## config.mk

```make
export PLATFORM = sky130hd
export DESIGN_NAME = start_light_pattern_detector_top
export DESIGN_NICKNAME = d
export VERILOG_FILES = /design/src/slpd_pkg.sv /design/src/slpd_csr.sv /design/src/slpd_core.sv /design/src/start_light_pattern_detector_top.sv
export VERILOG_INCLUDE_DIRS = /design/src /design/src/src
export SDC_FILE = /design/constraint.sdc
export NUM_CORES = 1
export LEC_CHECK = 0
export BUFFER_PORTS_ARGS = -buffer_cell sky130_fd_sc_hd__buf_4
export CAP_MARGIN = 15
export CORE_UTILIZATION = 60
export CTS_CLUSTER_SIZE = 40
export DETAILED_ROUTE_END_ITERATION = 10
export PLACE_DENSITY = 0.78
export SETUP_SLACK_MARGIN = 0.05
export SLEW_MARGIN = 10
export SYNTH_ARGS = -nofsm -noshare
export SYNTH_HDL_FRONTEND = slang
export SYNTH_SLANG_ARGS = --single-unit
```

## constraint.sdc

```tcl
create_clock -name clock -period 6.05 [get_ports clock]
set_input_delay 1.5125 -clock clock [delete_from_list [all_inputs] [get_ports clock]]
set_output_delay 1.5125 -clock clock [all_outputs]
set_load 0.02 [all_outputs]
```

## src/assert_macros.svh

```systemverilog
// Assertion macros shared by the start-light detector RTL.
// No dependencies; included by every module that carries assertions.
`ifndef ASSERT_MACROS_SVH
`define ASSERT_MACROS_SVH
`ifndef SYNTH
// Clocked property that is switched off while reset is high.
`define SLPD_ASSERT(label, clk, rst, prop, msg) \
   label: assert property (@(posedge clk) disable iff (rst) prop) else $error(msg);
// Clocked property that is also checked during reset.
`define SLPD_ASSERT_ALWAYS(label, clk, prop, msg) \
   label: assert property (@(posedge clk) prop) else $error(msg);
`else
`define SLPD_ASSERT(label, clk, rst, prop, msg)
`define SLPD_ASSERT_ALWAYS(label, clk, prop, msg)
`endif
`endif

```

## src/slpd_pkg.sv

```systemverilog
// Shared types and constants for the start-light pattern detector.
// No dependencies; imported by all detector modules.
`default_nettype none
package slpd_pkg;

   localparam int TimeWidth  = 32;
   localparam int ShortWidth = 16;
   localparam int StateWidth = 2;
   localparam int IndexWidth = 3;
   localparam int DataWidth  = 32;

   // Detector state codes.
   localparam logic [StateWidth-1:0] ST_UNKNOWN = 2'd0;
   localparam logic [StateWidth-1:0] ST_IDLE    = 2'd1;
   localparam logic [StateWidth-1:0] ST_READY   = 2'd2;
   localparam logic [StateWidth-1:0] ST_START   = 2'd3;

   // Configuration register indexes.
   localparam logic [IndexWidth-1:0] REG_PULSE_MIN     = 3'd0;
   localparam logic [IndexWidth-1:0] REG_PULSE_MAX     = 3'd1;
   localparam logic [IndexWidth-1:0] REG_GAP_TIMEOUT   = 3'd2;
   localparam logic [IndexWidth-1:0] REG_SETTLE_WINDOW = 3'd3;
   localparam logic [IndexWidth-1:0] REG_READY_HOLD    = 3'd4;
   localparam logic [IndexWidth-1:0] REG_READY_TIMEOUT = 3'd5;

   // Reset values of the configuration registers.
   localparam logic [ShortWidth-1:0] RST_PULSE_MIN     = 16'd40;
   localparam logic [ShortWidth-1:0] RST_PULSE_MAX     = 16'd60;
   localparam logic [ShortWidth-1:0] RST_GAP_TIMEOUT   = 16'd120;
   localparam logic [ShortWidth-1:0] RST_SETTLE_WINDOW = 16'd500;
   localparam logic [ShortWidth-1:0] RST_READY_HOLD    = 16'd2000;
   localparam logic [TimeWidth-1:0]  RST_READY_TIMEOUT = 32'd300000;

   typedef struct packed {
      logic [ShortWidth-1:0] pulse_min_ms;
      logic [ShortWidth-1:0] pulse_max_ms;
      logic [ShortWidth-1:0] gap_timeout_ms;
      logic [ShortWidth-1:0] settle_window_ms;
      logic [ShortWidth-1:0] ready_hold_ms;
      logic [TimeWidth-1:0]  ready_timeout_ms;
   } cfg_type;

   typedef struct packed {
      logic [StateWidth-1:0] detector_state;
      logic [StateWidth-1:0] prior_state;
      logic                  state_changed;
   } result_type;

endpackage
`default_nettype wire

```

## src/slpd_csr.sv

```systemverilog
// Configuration register file of the start-light detector.
// Depends on slpd_pkg for the register layout, indexes and reset values.
`default_nettype none
module slpd_csr (
   input  wire logic                           clock,
   input  wire logic                           reset,
   input  wire logic                           csr_write_enable,
   input  wire logic [slpd_pkg::IndexWidth-1:0] csr_index,
   input  wire logic [slpd_pkg::DataWidth-1:0]  csr_data,
   output slpd_pkg::cfg_type                    cfg
);
   import slpd_pkg::*;

   cfg_type cfg_ff;
   cfg_type cfg_in;

   always_comb begin
      cfg_in = cfg_ff;
      if (csr_write_enable) begin
         unique case (csr_index)
            REG_PULSE_MIN:     cfg_in.pulse_min_ms     = csr_data[ShortWidth-1:0];
            REG_PULSE_MAX:     cfg_in.pulse_max_ms     = csr_data[ShortWidth-1:0];
            REG_GAP_TIMEOUT:   cfg_in.gap_timeout_ms   = csr_data[ShortWidth-1:0];
            REG_SETTLE_WINDOW: cfg_in.settle_window_ms = csr_data[ShortWidth-1:0];
            REG_READY_HOLD:    cfg_in.ready_hold_ms    = csr_data[ShortWidth-1:0];
            REG_READY_TIMEOUT: cfg_in.ready_timeout_ms = csr_data[TimeWidth-1:0];
            default:           cfg_in = cfg_ff;
         endcase
      end
   end

   always_ff @(posedge clock) begin
      if (reset) begin
         cfg_ff.pulse_min_ms     <= RST_PULSE_MIN;
         cfg_ff.pulse_max_ms     <= RST_PULSE_MAX;
         cfg_ff.gap_timeout_ms   <= RST_GAP_TIMEOUT;
         cfg_ff.settle_window_ms <= RST_SETTLE_WINDOW;
         cfg_ff.ready_hold_ms    <= RST_READY_HOLD;
         cfg_ff.ready_timeout_ms <= RST_READY_TIMEOUT;
      end else begin
         cfg_ff <= cfg_in;
      end
   end

   assign cfg = cfg_ff;

endmodule
`default_nettype wire

```

## src/slpd_core.sv

```systemverilog
// Edge tracking and state machine of the start-light detector.
// Depends on slpd_pkg and assert_macros.svh.
`default_nettype none
`include "assert_macros.svh"
module slpd_core (
   input  wire logic                           clock,
   input  wire logic                           reset,
   input  wire logic                           fire,
   input  wire logic                           level,
   input  wire logic [slpd_pkg::TimeWidth-1:0] now_ms,
   input  slpd_pkg::cfg_type                   cfg,
   output slpd_pkg::result_type                result
);
   import slpd_pkg::*;

   logic [StateWidth-1:0] state_ff, state_in;
   logic                  last_level_ff;
   logic [TimeWidth-1:0]  on_time_ff, off_time_ff, change_time_ff;

   logic                  on_edge, off_edge, changed;
   logic [TimeWidth-1:0]  since_on, since_off, off_after_change, since_change;
   logic [TimeWidth-1:0]  pulse_min, pulse_max, gap_timeout, settle_window, ready_hold;
   logic                  gap_bad, pulse_long, pattern_lost, ready_armed;

   assign on_edge  = last_level_ff & ~level;
   assign off_edge = ~last_level_ff & level;

   // All differences wrap modulo 2^32.
   assign since_on         = now_ms - on_time_ff;
   assign since_off        = now_ms - off_time_ff;
   assign since_change     = now_ms - change_time_ff;
   assign off_after_change = off_time_ff - change_time_ff;

   assign pulse_min     = {{(TimeWidth-ShortWidth){1'b0}}, cfg.pulse_min_ms};
   assign pulse_max     = {{(TimeWidth-ShortWidth){1'b0}}, cfg.pulse_max_ms};
   assign gap_timeout   = {{(TimeWidth-ShortWidth){1'b0}}, cfg.gap_timeout_ms};
   assign settle_window = {{(TimeWidth-ShortWidth){1'b0}}, cfg.settle_window_ms};
   assign ready_hold    = {{(TimeWidth-ShortWidth){1'b0}}, cfg.ready_hold_ms};

   // Idle rules; arming wins over every loss rule.
   assign gap_bad      = on_edge && (since_off < pulse_min || since_off > pulse_max);
   assign pulse_long   = off_edge && (since_on > pulse_max);
   assign pattern_lost = (since_off > gap_timeout) && (off_after_change <= settle_window);
   assign ready_armed  = level && (since_off >= ready_hold)
                         && (off_after_change > settle_window);

   always_comb begin
      state_in = state_ff;
      unique case (state_ff)
         ST_UNKNOWN: begin
            if (off_edge && since_on > pulse_min && since_on < pulse_max) begin
               state_in = ST_IDLE;
            end
         end
         ST_IDLE: begin
            priority if (ready_armed) begin
               state_in = ST_READY;
            end else if (gap_bad || pulse_long || pattern_lost) begin
               state_in = ST_UNKNOWN;
            end else begin
               state_in = state_ff;
            end
         end
         ST_READY: begin
            priority if (on_edge) begin
               state_in = ST_START;
            end else if (since_change > cfg.ready_timeout_ms) begin
               state_in = ST_UNKNOWN;
            end else begin
               state_in = state_ff;
            end
         end
         ST_START: begin
            if (level) begin
               state_in = ST_UNKNOWN;
            end
         end
         default: state_in = ST_UNKNOWN;
      endcase
   end

   // Every transition lands in a different state, so a change is a differing code.
   assign changed = (state_in != state_ff);

   assign result.detector_state = state_in;
   assign result.prior_state    = state_ff;
   assign result.state_changed  = changed;

   always_ff @(posedge clock) begin
      if (reset) begin
         state_ff       <= ST_UNKNOWN;
         last_level_ff  <= 1'b0;
         on_time_ff     <= '0;
         off_time_ff    <= '0;
         change_time_ff <= '0;
      end else if (fire) begin
         state_ff      <= state_in;
         last_level_ff <= level;
         if (changed) begin
            change_time_ff <= now_ms;
         end
         if (on_edge) begin
            on_time_ff <= now_ms;
         end
         if (off_edge) begin
            off_time_ff <= now_ms;
         end
      end
   end

   `SLPD_ASSERT(a_start_exit, clock, reset,
      (fire && state_ff == ST_START) |=> (state_ff == ST_START || state_ff == ST_UNKNOWN),
      "start state left for a state other than unknown")
   `SLPD_ASSERT(a_change_stamp, clock, reset,
      (fire && changed) |=> (change_time_ff == $past(now_ms)),
      "state change did not record its time")

endmodule
`default_nettype wire

```

## src/start_light_pattern_detector_top.sv

```systemverilog
// Top level of the start-light pattern detector: input stage, core, result register.
// Depends on slpd_pkg, slpd_csr, slpd_core and assert_macros.svh.
//
// Usage: each request beat carries one sensor sample, req_light_level (0 means
// light on, 1 means dark) and its millisecond timestamp req_now_ms. Every
// request beat yields exactly one response beat with the state after the
// sample, the state before it and a flag that tells whether a transition
// happened. Beats come out in the order they went in.
// An accepted request beat waits in the input register; once the response register is
// free, the state machine decides and its result is captured in the response
// register. Throughput is one beat per cycle while the receiver does not stall;
// the edge-time and state registers close their loop as each beat is decided.
// When the receiver raises rsp_stall, the response register holds its beat, the
// input register can still take one more beat, and only then is req_stall
// raised. Synchronous reset returns the state machine to unknown, clears the
// edge and change times and the last level, reloads the configuration defaults
// and empties both pipeline registers. Configuration writes through the csr_
// port take effect on the next clock and should be made while no beat is in
// flight.
`default_nettype none
`include "assert_macros.svh"
module start_light_pattern_detector_top (
   input  wire logic                            clock,
   input  wire logic                            reset,
   input  wire logic                            req_valid,
   output      logic                            req_stall,
   input  wire logic                            req_light_level,
   input  wire logic [slpd_pkg::TimeWidth-1:0]  req_now_ms,
   output      logic                            rsp_valid,
   input  wire logic                            rsp_stall,
   output      logic [slpd_pkg::StateWidth-1:0] rsp_detector_state,
   output      logic [slpd_pkg::StateWidth-1:0] rsp_prior_state,
   output      logic                            rsp_state_changed,
   input  wire logic                            csr_write_enable,
   input  wire logic [slpd_pkg::IndexWidth-1:0] csr_index,
   input  wire logic [slpd_pkg::DataWidth-1:0]  csr_data
);
   import slpd_pkg::*;

   cfg_type              cfg;
   result_type           core_result;

   logic                 in_valid_ff, in_valid_in;
   logic                 in_level_ff;
   logic [TimeWidth-1:0] in_now_ff;
   logic                 out_valid_ff, out_valid_in;
   result_type           out_result_ff;

   logic                 req_fire, core_fire, out_free;

   // The response register is free when empty or when its beat leaves now.
   assign out_free  = !out_valid_ff || !rsp_stall;
   assign core_fire = in_valid_ff && out_free;
   assign req_stall = in_valid_ff && !out_free;
   assign req_fire  = req_valid && !req_stall;

   assign in_valid_in  = req_fire || (in_valid_ff && !core_fire);
   assign out_valid_in = core_fire || (out_valid_ff && rsp_stall);

   slpd_csr u_csr (
      .clock            (clock),
      .reset            (reset),
      .csr_write_enable (csr_write_enable),
      .csr_index        (csr_index),
      .csr_data         (csr_data),
      .cfg              (cfg)
   );

   slpd_core u_core (
      .clock  (clock),
      .reset  (reset),
      .fire   (core_fire),
      .level  (in_level_ff),
      .now_ms (in_now_ff),
      .cfg    (cfg),
      .result (core_result)
   );

   always_ff @(posedge clock) begin
      if (reset) begin
         in_valid_ff  <= 1'b0;
         out_valid_ff <= 1'b0;
      end else begin
         in_valid_ff  <= in_valid_in;
         out_valid_ff <= out_valid_in;
      end
   end

   always_ff @(posedge clock) begin
      if (req_fire) begin
         in_level_ff <= req_light_level;
         in_now_ff   <= req_now_ms;
      end
      if (core_fire) begin
         out_result_ff <= core_result;
      end
   end

   assign rsp_valid          = out_valid_ff;
   assign rsp_detector_state = out_result_ff.detector_state;
   assign rsp_prior_state    = out_result_ff.prior_state;
   assign rsp_state_changed  = out_result_ff.state_changed;

   `SLPD_ASSERT(a_change_flag, clock, reset,
      out_valid_ff |-> (out_result_ff.state_changed
                        == (out_result_ff.detector_state != out_result_ff.prior_state)),
      "change flag disagrees with the reported states")
   `SLPD_ASSERT(a_core_to_out, clock, reset,
      core_fire |=> out_valid_ff,
      "decided beat did not reach the response register")
   `SLPD_ASSERT_ALWAYS(a_reset_empty, clock,
      $past(reset) |-> (!in_valid_ff && !out_valid_ff),
      "pipeline not empty after reset")

endmodule
`default_nettype wire

```

Word-level counts from Yosys, hierarchy flattened
Index checks and enable logic that the tools add are counted.
W data, S select, Z words.
{"block": "classes", "add_sub_neg": 4, "magnitude_cmp": 10, "eq_ne": 9, "muxes": 7, "n_bitwise": 4, "reduce_logical": 34}
{"op": "$gt A32 B16 Y1", "n": 5}
{"op": "$sub A32 B32 Y32", "n": 4}
{"op": "$lt A32 B16 Y1", "n": 2}
{"op": "$ge A32 B16 Y1", "n": 1}
{"op": "$gt A32 B32 Y1", "n": 1}
{"op": "$le A32 B16 Y1", "n": 1}
{"op": "$reduce_and A2 Y1", "n": 9}
{"op": "$logic_and A1 B1 Y1", "n": 12}
{"op": "$mux W2", "n": 6}
{"op": "$pmux W2 S4", "n": 1}
{"op": "$eq A3 B2 Y1 const B", "n": 2}
{"op": "$eq A3 B3 Y1 const B", "n": 2}
{"op": "$logic_or A1 B1 Y1", "n": 6}
{"op": "$logic_not A1 Y1", "n": 5}
{"op": "$eq A2 B2 Y1 const B", "n": 2}
{"op": "$eq A3 B1 Y1 const B", "n": 1}
{"op": "$logic_not A3 Y1", "n": 1}
{"op": "$and A1 B1 Y1", "n": 2}
{"op": "$eq A2 B1 Y1 const B", "n": 1}
{"op": "$logic_not A2 Y1", "n": 1}
{"op": "$ne A2 B2 Y1", "n": 1}
{"op": "$not A1 Y1", "n": 2}
{"block": "word_totals", "ff_bits": 251, "in_bits": 73, "word_cells": 86}

Logic depth before layout (Yosys ltp)
{"block": "logic_depth", "ltp_word": 11, "ltp_mapped": 29, "depth_no_buf": 28}

Modules after synthesis
Synthesis repeated with hierarchy kept, for this count alone.
{"block": "unflattened", "hier_cells": 2501, "area_unflattened_um2": 20294.5}
{"mod": "slpd_core", "instances": 1, "cells_per_inst": 2030, "area_per_inst_um2": 14543.9, "seq_area_each_um2": 1981.9}
{"mod": "slpd_csr", "instances": 1, "cells_per_inst": 423, "area_per_inst_um2": 4523.1, "seq_area_each_um2": 2242.2}
{"mod": "start_light_pattern_detector_top", "instances": 1, "cells_per_inst": 48, "area_per_inst_um2": 1227.4, "seq_area_each_um2": 1181.1}

Least setup slack after synthesis
OpenSTA, ideal clock, no wires.
{"block": "synth_path", "kind": "register to register", "startpoint": "register u_core.change_time_ff[4]", "endpoint": "register u_core.change_time_ff[0]", "setup_time_ns": 0.072, "arrival_time_ns": 5.051, "setup_slack_ns": 0.928, "path_stages_with_launch": 25, "path_buffers": 1, "period_less_slack_ns": 5.122, "cell_sequence": "dfxtp_1 > inv_1 > ha_1 > a21o_1 > or3_1 > o21a_1 > nor2_1 > o21ai_0 > a21o_1 > a21oi_1 > xnor2_1 > ha_1 > nand4_1 > nor2_1 > a221o_1 > o31a_1 > a31oi_1 > nand4_1 > nor4_1 > o2111ai_1 > nor4b_4 > mux2_4 > a221oi_4 > buf_6 > mux2i_1"}
{"block": "synth_via", "elab_chain_len": 9, "word_cells_on_any_way": 15, "cone_classes": "add/sub (2); order compare (3); eq/ne (1); mux (5); reduce/logical (4)"}
{"item": "start, declared", "line_no": "slpd_core.sv:18", "text": "logic [TimeWidth-1:0] on_time_ff, off_time_ff, change_time_ff;"}
{"item": "start signal, assigned", "line_no": "slpd_core.sv:100", "text": "change_time_ff <= now_ms;"}
{"item": "$sub A32 B32 Y32", "line_no": "slpd_core.sv:32", "text": "assign off_after_change = off_time_ff - change_time_ff;"}
{"item": "$le A32 B16 Y1", "line_no": "slpd_core.sv:43", "text": "assign pattern_lost = (since_off > gap_timeout) && (off_after_change <= settle_window);"}
{"item": "$logic_and A1 B1 Y1", "line_no": "slpd_core.sv:43"}
{"item": "$logic_or A1 B1 Y1", "line_no": "slpd_core.sv:58", "text": "end else if (gap_bad || pulse_long || pattern_lost) begin"}
{"item": "$mux W2", "line_no": "slpd_core.sv:58"}
{"item": "$mux W2", "line_no": "slpd_core.sv:56", "text": "priority if (ready_armed) begin"}
{"item": "$pmux W2 S4 *", "line_no": "slpd_core.sv:49", "text": "unique case (state_ff)"}
{"item": "$ne A2 B2 Y1 *", "line_no": "slpd_core.sv:83", "text": "assign changed = (state_in != state_ff);"}
{"item": "$reduce_and A2 Y1 (no source line) *"}
Mark *: on every way between the ends. The rest lies on a longest branch, timed or not.
A chain may end at the register's enable or synchronous reset.

Final worst setup path
{"block": "layout_path", "startpoint": "register in_now_ff[0]", "endpoint": "register u_core.change_time_ff[9]"}
{"block": "layout_via", "elab_chain_len": 11, "word_cells_on_any_way": 29, "cone_classes": "add/sub (3); order compare (8); eq/ne (1); mux (6); reduce/logical (11)"}
{"item": "start, declared", "line_no": "start_light_pattern_detector_top.sv:45", "text": "logic [TimeWidth-1:0] in_now_ff;"}
{"item": "start signal, assigned", "line_no": "start_light_pattern_detector_top.sv:92", "text": "in_now_ff <= req_now_ms;"}
{"item": "$sub A32 B32 Y32", "line_no": "slpd_core.sv:30", "text": "assign since_off = now_ms - off_time_ff;"}
{"item": "$lt A32 B16 Y1 / $gt A32 B16 Y1 (equally long branches)", "line_no": "slpd_core.sv:41", "text": "assign gap_bad = on_edge && (since_off < pulse_min || since_off > pulse_max);"}
{"item": "$logic_or A1 B1 Y1", "line_no": "slpd_core.sv:41"}
{"item": "$logic_and A1 B1 Y1", "line_no": "slpd_core.sv:41"}
{"item": "$logic_or A1 B1 Y1 (2 in a row)", "line_no": "slpd_core.sv:58"}
{"item": "$mux W2", "line_no": "slpd_core.sv:58"}
{"item": "$mux W2", "line_no": "slpd_core.sv:56"}
{"item": "$pmux W2 S4 *", "line_no": "slpd_core.sv:49"}
{"item": "$ne A2 B2 Y1 *", "line_no": "slpd_core.sv:83"}
{"item": "$reduce_and A2 Y1 (no source line) *"}
Marked as above.

==> results.yml <==
power_and_ir_drop:
  power.total_w: 0.00522
  p_switching_w: 0.00172
  sw_frac_of_total_pct: 32.9
  seqPwrFrac_pct: 34.5
  peakVddDrop_uv: 243
  pwr-share-comb_pct: 28.5
  power_frac_clock_pct: 37.0
  power_density_nw_per_um2: 237
  p_int_w: 0.00351
  leakage_nw: 8.95
detailed_routing:
  ant_nets: 0
  wire_per_inst_um: 20.0
  first_iter_violations: 1751
  num_vias: 18900
  via_per_inst: 6.11
  totalWireLength_mm: 62.0
  dr.pass1.iters: 6
  drc: 0
floorplanning:
  fp.dieArea_um2: 33800
  core_um2: 32500
  die_height_um: 184
  initial_core_util_pct: 61.0
  rows: 66
  die_width_um: 184
  pin_count: 80
sta:
  slew_headroom_pct: 22.2
  holdWs_ns: 0.452
  drv_slew: 0
  fin_skew_ns: 0.0247
  tns_ns: 0
  fmax_mhz: 175
  worst_pin_slew_ns: 1.17
  setup_violations: 0
  hold_viol: 0
  fin_crit_sh_pct: 94.5
  min_period_ns: 5.72
logic_synthesis:
  synth_fp_nets: 2921
  synthTopCellsByCount: "nand2_1 (440), a21oi_1 (320), ha_1 (267), inv_1 (229), dfxtp_1 (213)"
  synth_edf_count: 38
  yosysWarnings: 0
  synthDistinctLibCells: 74
  synth_area_leader_cell: "dfxtp_1"
  synth.area.top_cells: "dfxtp_1 (21%), ha_1 (17%), nand2_1 (8.3%), a21oi_1 (8.1%), edfxtp_1 (5.7%)"
  netlist_area_um2: 19900
  avgSynthCellArea_um2: 7.70
  synthArstFlopShare_pct: 0
  syn_inst: 2577
  yosysMostFrequentCell: "nand2_1"
  ys_seq_area_share_pct: 27.2
  synth_seq_cells: 251
  yosysTopAreaCellShare_pct: 21.5
  synth_flop_cell: "dfxtp_1"
critical_path:
  required_ns: 6.56
  start_kind: "register"
  max_stage_delay_ns: 0.46
  r2r_cells: 28
  worst-setup-path-type: "reg -> reg"
  crit_top_cell: "a21oi_1"
  crit_path_end_kind: "register"
  path_max_fanout: 8
  critical_path_arrival_ns: 6.23
  cpMaxStageDelayCell: "edfxtp_1"
hold_path:
  holdPathStages: 2
  hold_path_class: "reg -> reg"
outcome:
  status: "finished clean"
grt:
  grt_pass1_vias: 17600
  use_met3_pct: 6.40
  grt_pass1_wl_mm: 94.6
  antenna_found_initial: 1
  grt_max_degree: 153
  track_usage_pct: 35.9
  busiest_layer: "met2"
  use_met2_pct: 56.4
  grt_util_met1_pct: 49.1
  grt-ovfl-total: 0
final_layout:
  diodes: 0
  fin_area_um2: 22100
  final_util_pct: 67.8
  drive_gt1_share_pct: 7.39
  area_delta_synth_final_pct: 11.1
  fillers: 2811
  nNetsFinal: 2970
cts:
  cts_buffers: 31
  clk_pin_slew_ns: 0.06
  htreeDepth: 1
  cts_root_buffer: "clkbuf_16"
  cts_sinks: 251
  ctsHoldBuffers: 0
  cts_tree: "done"
  clk_latency_ns: 0.60
  ctsLongestPathBuffers: 3
job:
  drv_cap: 0
placed_design:
  dp_hpwl_mm: 47.4
  place_congestion: 0.997
  placed_area_um2: 20800
  portBuffers: 79
-- flip-flops by register name, indices dropped and copies added, names as in the netlist --
register,cells
u_core.off_time_ff,32
u_core.change_time_ff,32
rsp_valid,1
u_core.state_ff,2
u_csr.cfg,112
u_core.last_level_ff,1
in_level_ff,1
rsp_detector_state,2
in_valid_ff,1
in_now_ff,32
rsp_state_changed,1
u_core.on_time_ff,32
rsp_prior_state,2
-- power by group through the flow --
| stage | Clock [W] | Sequential [W] | Combinational (W) |
|---|---|---|---|
| final | 0.00193 | 0.00180 | 0.00149 |
| after global routing | 0.00201 | 0.00181 | 0.00162 |
| after CTS | 0.00195 | 0.00180 | 0.00143 |
| after detailed placement | 0 | 0.00184 | 0.00142 |
| after global placement | 0 | 0.00183 | 0.00138 |
| after floorplan | 0 | 0.00181 | 0.00100 |
-- final timing paths --
kind	start	end	slack, ns
hold reg to reg	u_csr.cfg[23]	u_csr.cfg[23]	0.45
hold / removal	u_csr.cfg[23]	u_csr.cfg[23]	0.45
setup / recovery	in_now_ff[0]	u_core.change_time_ff[9]	0.33
setup reg to reg	in_now_ff[0]	u_core.change_time_ff[9]	0.33
-- through the flow --
stage	setup slack, ns	std cells
after CTS	0.140	3086
final	0.331	3093
after detailed placement	0.182	3028
after global routing	-0.0888	3093
after global placement	0.463	3028
after floorplan	0.928	2577
-- final cells by class --
type,instances,area (µm²),share of cell area (%)
inverter,229,860,3.90
clock buffer,44,937,4.25
multi-input combinational,2002,13300,60.2
tap,442,553,2.51
timing repair buffer,111,896,4.06
sequential,251,5410,24.5
clock inverter,14,133,0.601
-- cells by family after synthesis --
kind of cell / after synthesis / share of synthesized area [%]
buffers and inverters: 324 / 6.25
flip-flops: 251 / 27.2
XOR/XNOR: 94 / 4.15
AO/OA/AOI/OAI: 699 / 21.7
multiplexers: 41 / 2.12
AND/OR/NAND/NOR: 897 / 21.3
adder cells (fa/ha/maj): 271 / 17.2
-- critical path, delay by kind of cell, from the launching register on --
kind / cells / cell delay, ns
buf+inv: 5 / 0.75
flops: 1 / 0.46
fa+ha+maj: 3 / 0.88
compound gates: 14 / 2.58
mux: 1 / 0.18
xor+xnor: 1 / 0.09
simple gates: 4 / 0.67
-- placed cells by master, fill, tap and decap left out, types with 64 or more instances in the layout --
cell type  count
a21o_1        92
a21oi_1      318
buf_4        105
dfxtp_1      213
ha_1         267
inv_1        228
nand2_1      440
nand2b_1      93
nor2_1       114
o21ai_0       89
xnor2_1       64
-- repair_timing --
item | 4_1_cts | 5_1_grt
setup buffers | 0 | 4
resized for setup | 0 | 16
setup endpoints to repair | 0 | 32
-- per-layer routing --
metal	up-vias	wire, µm
li1	9127	-
met4	2	2490
met1	8810	26600
met3	163	5870
met2	788	27000
met5	-	17
Power figures use the tool's default switching activity.
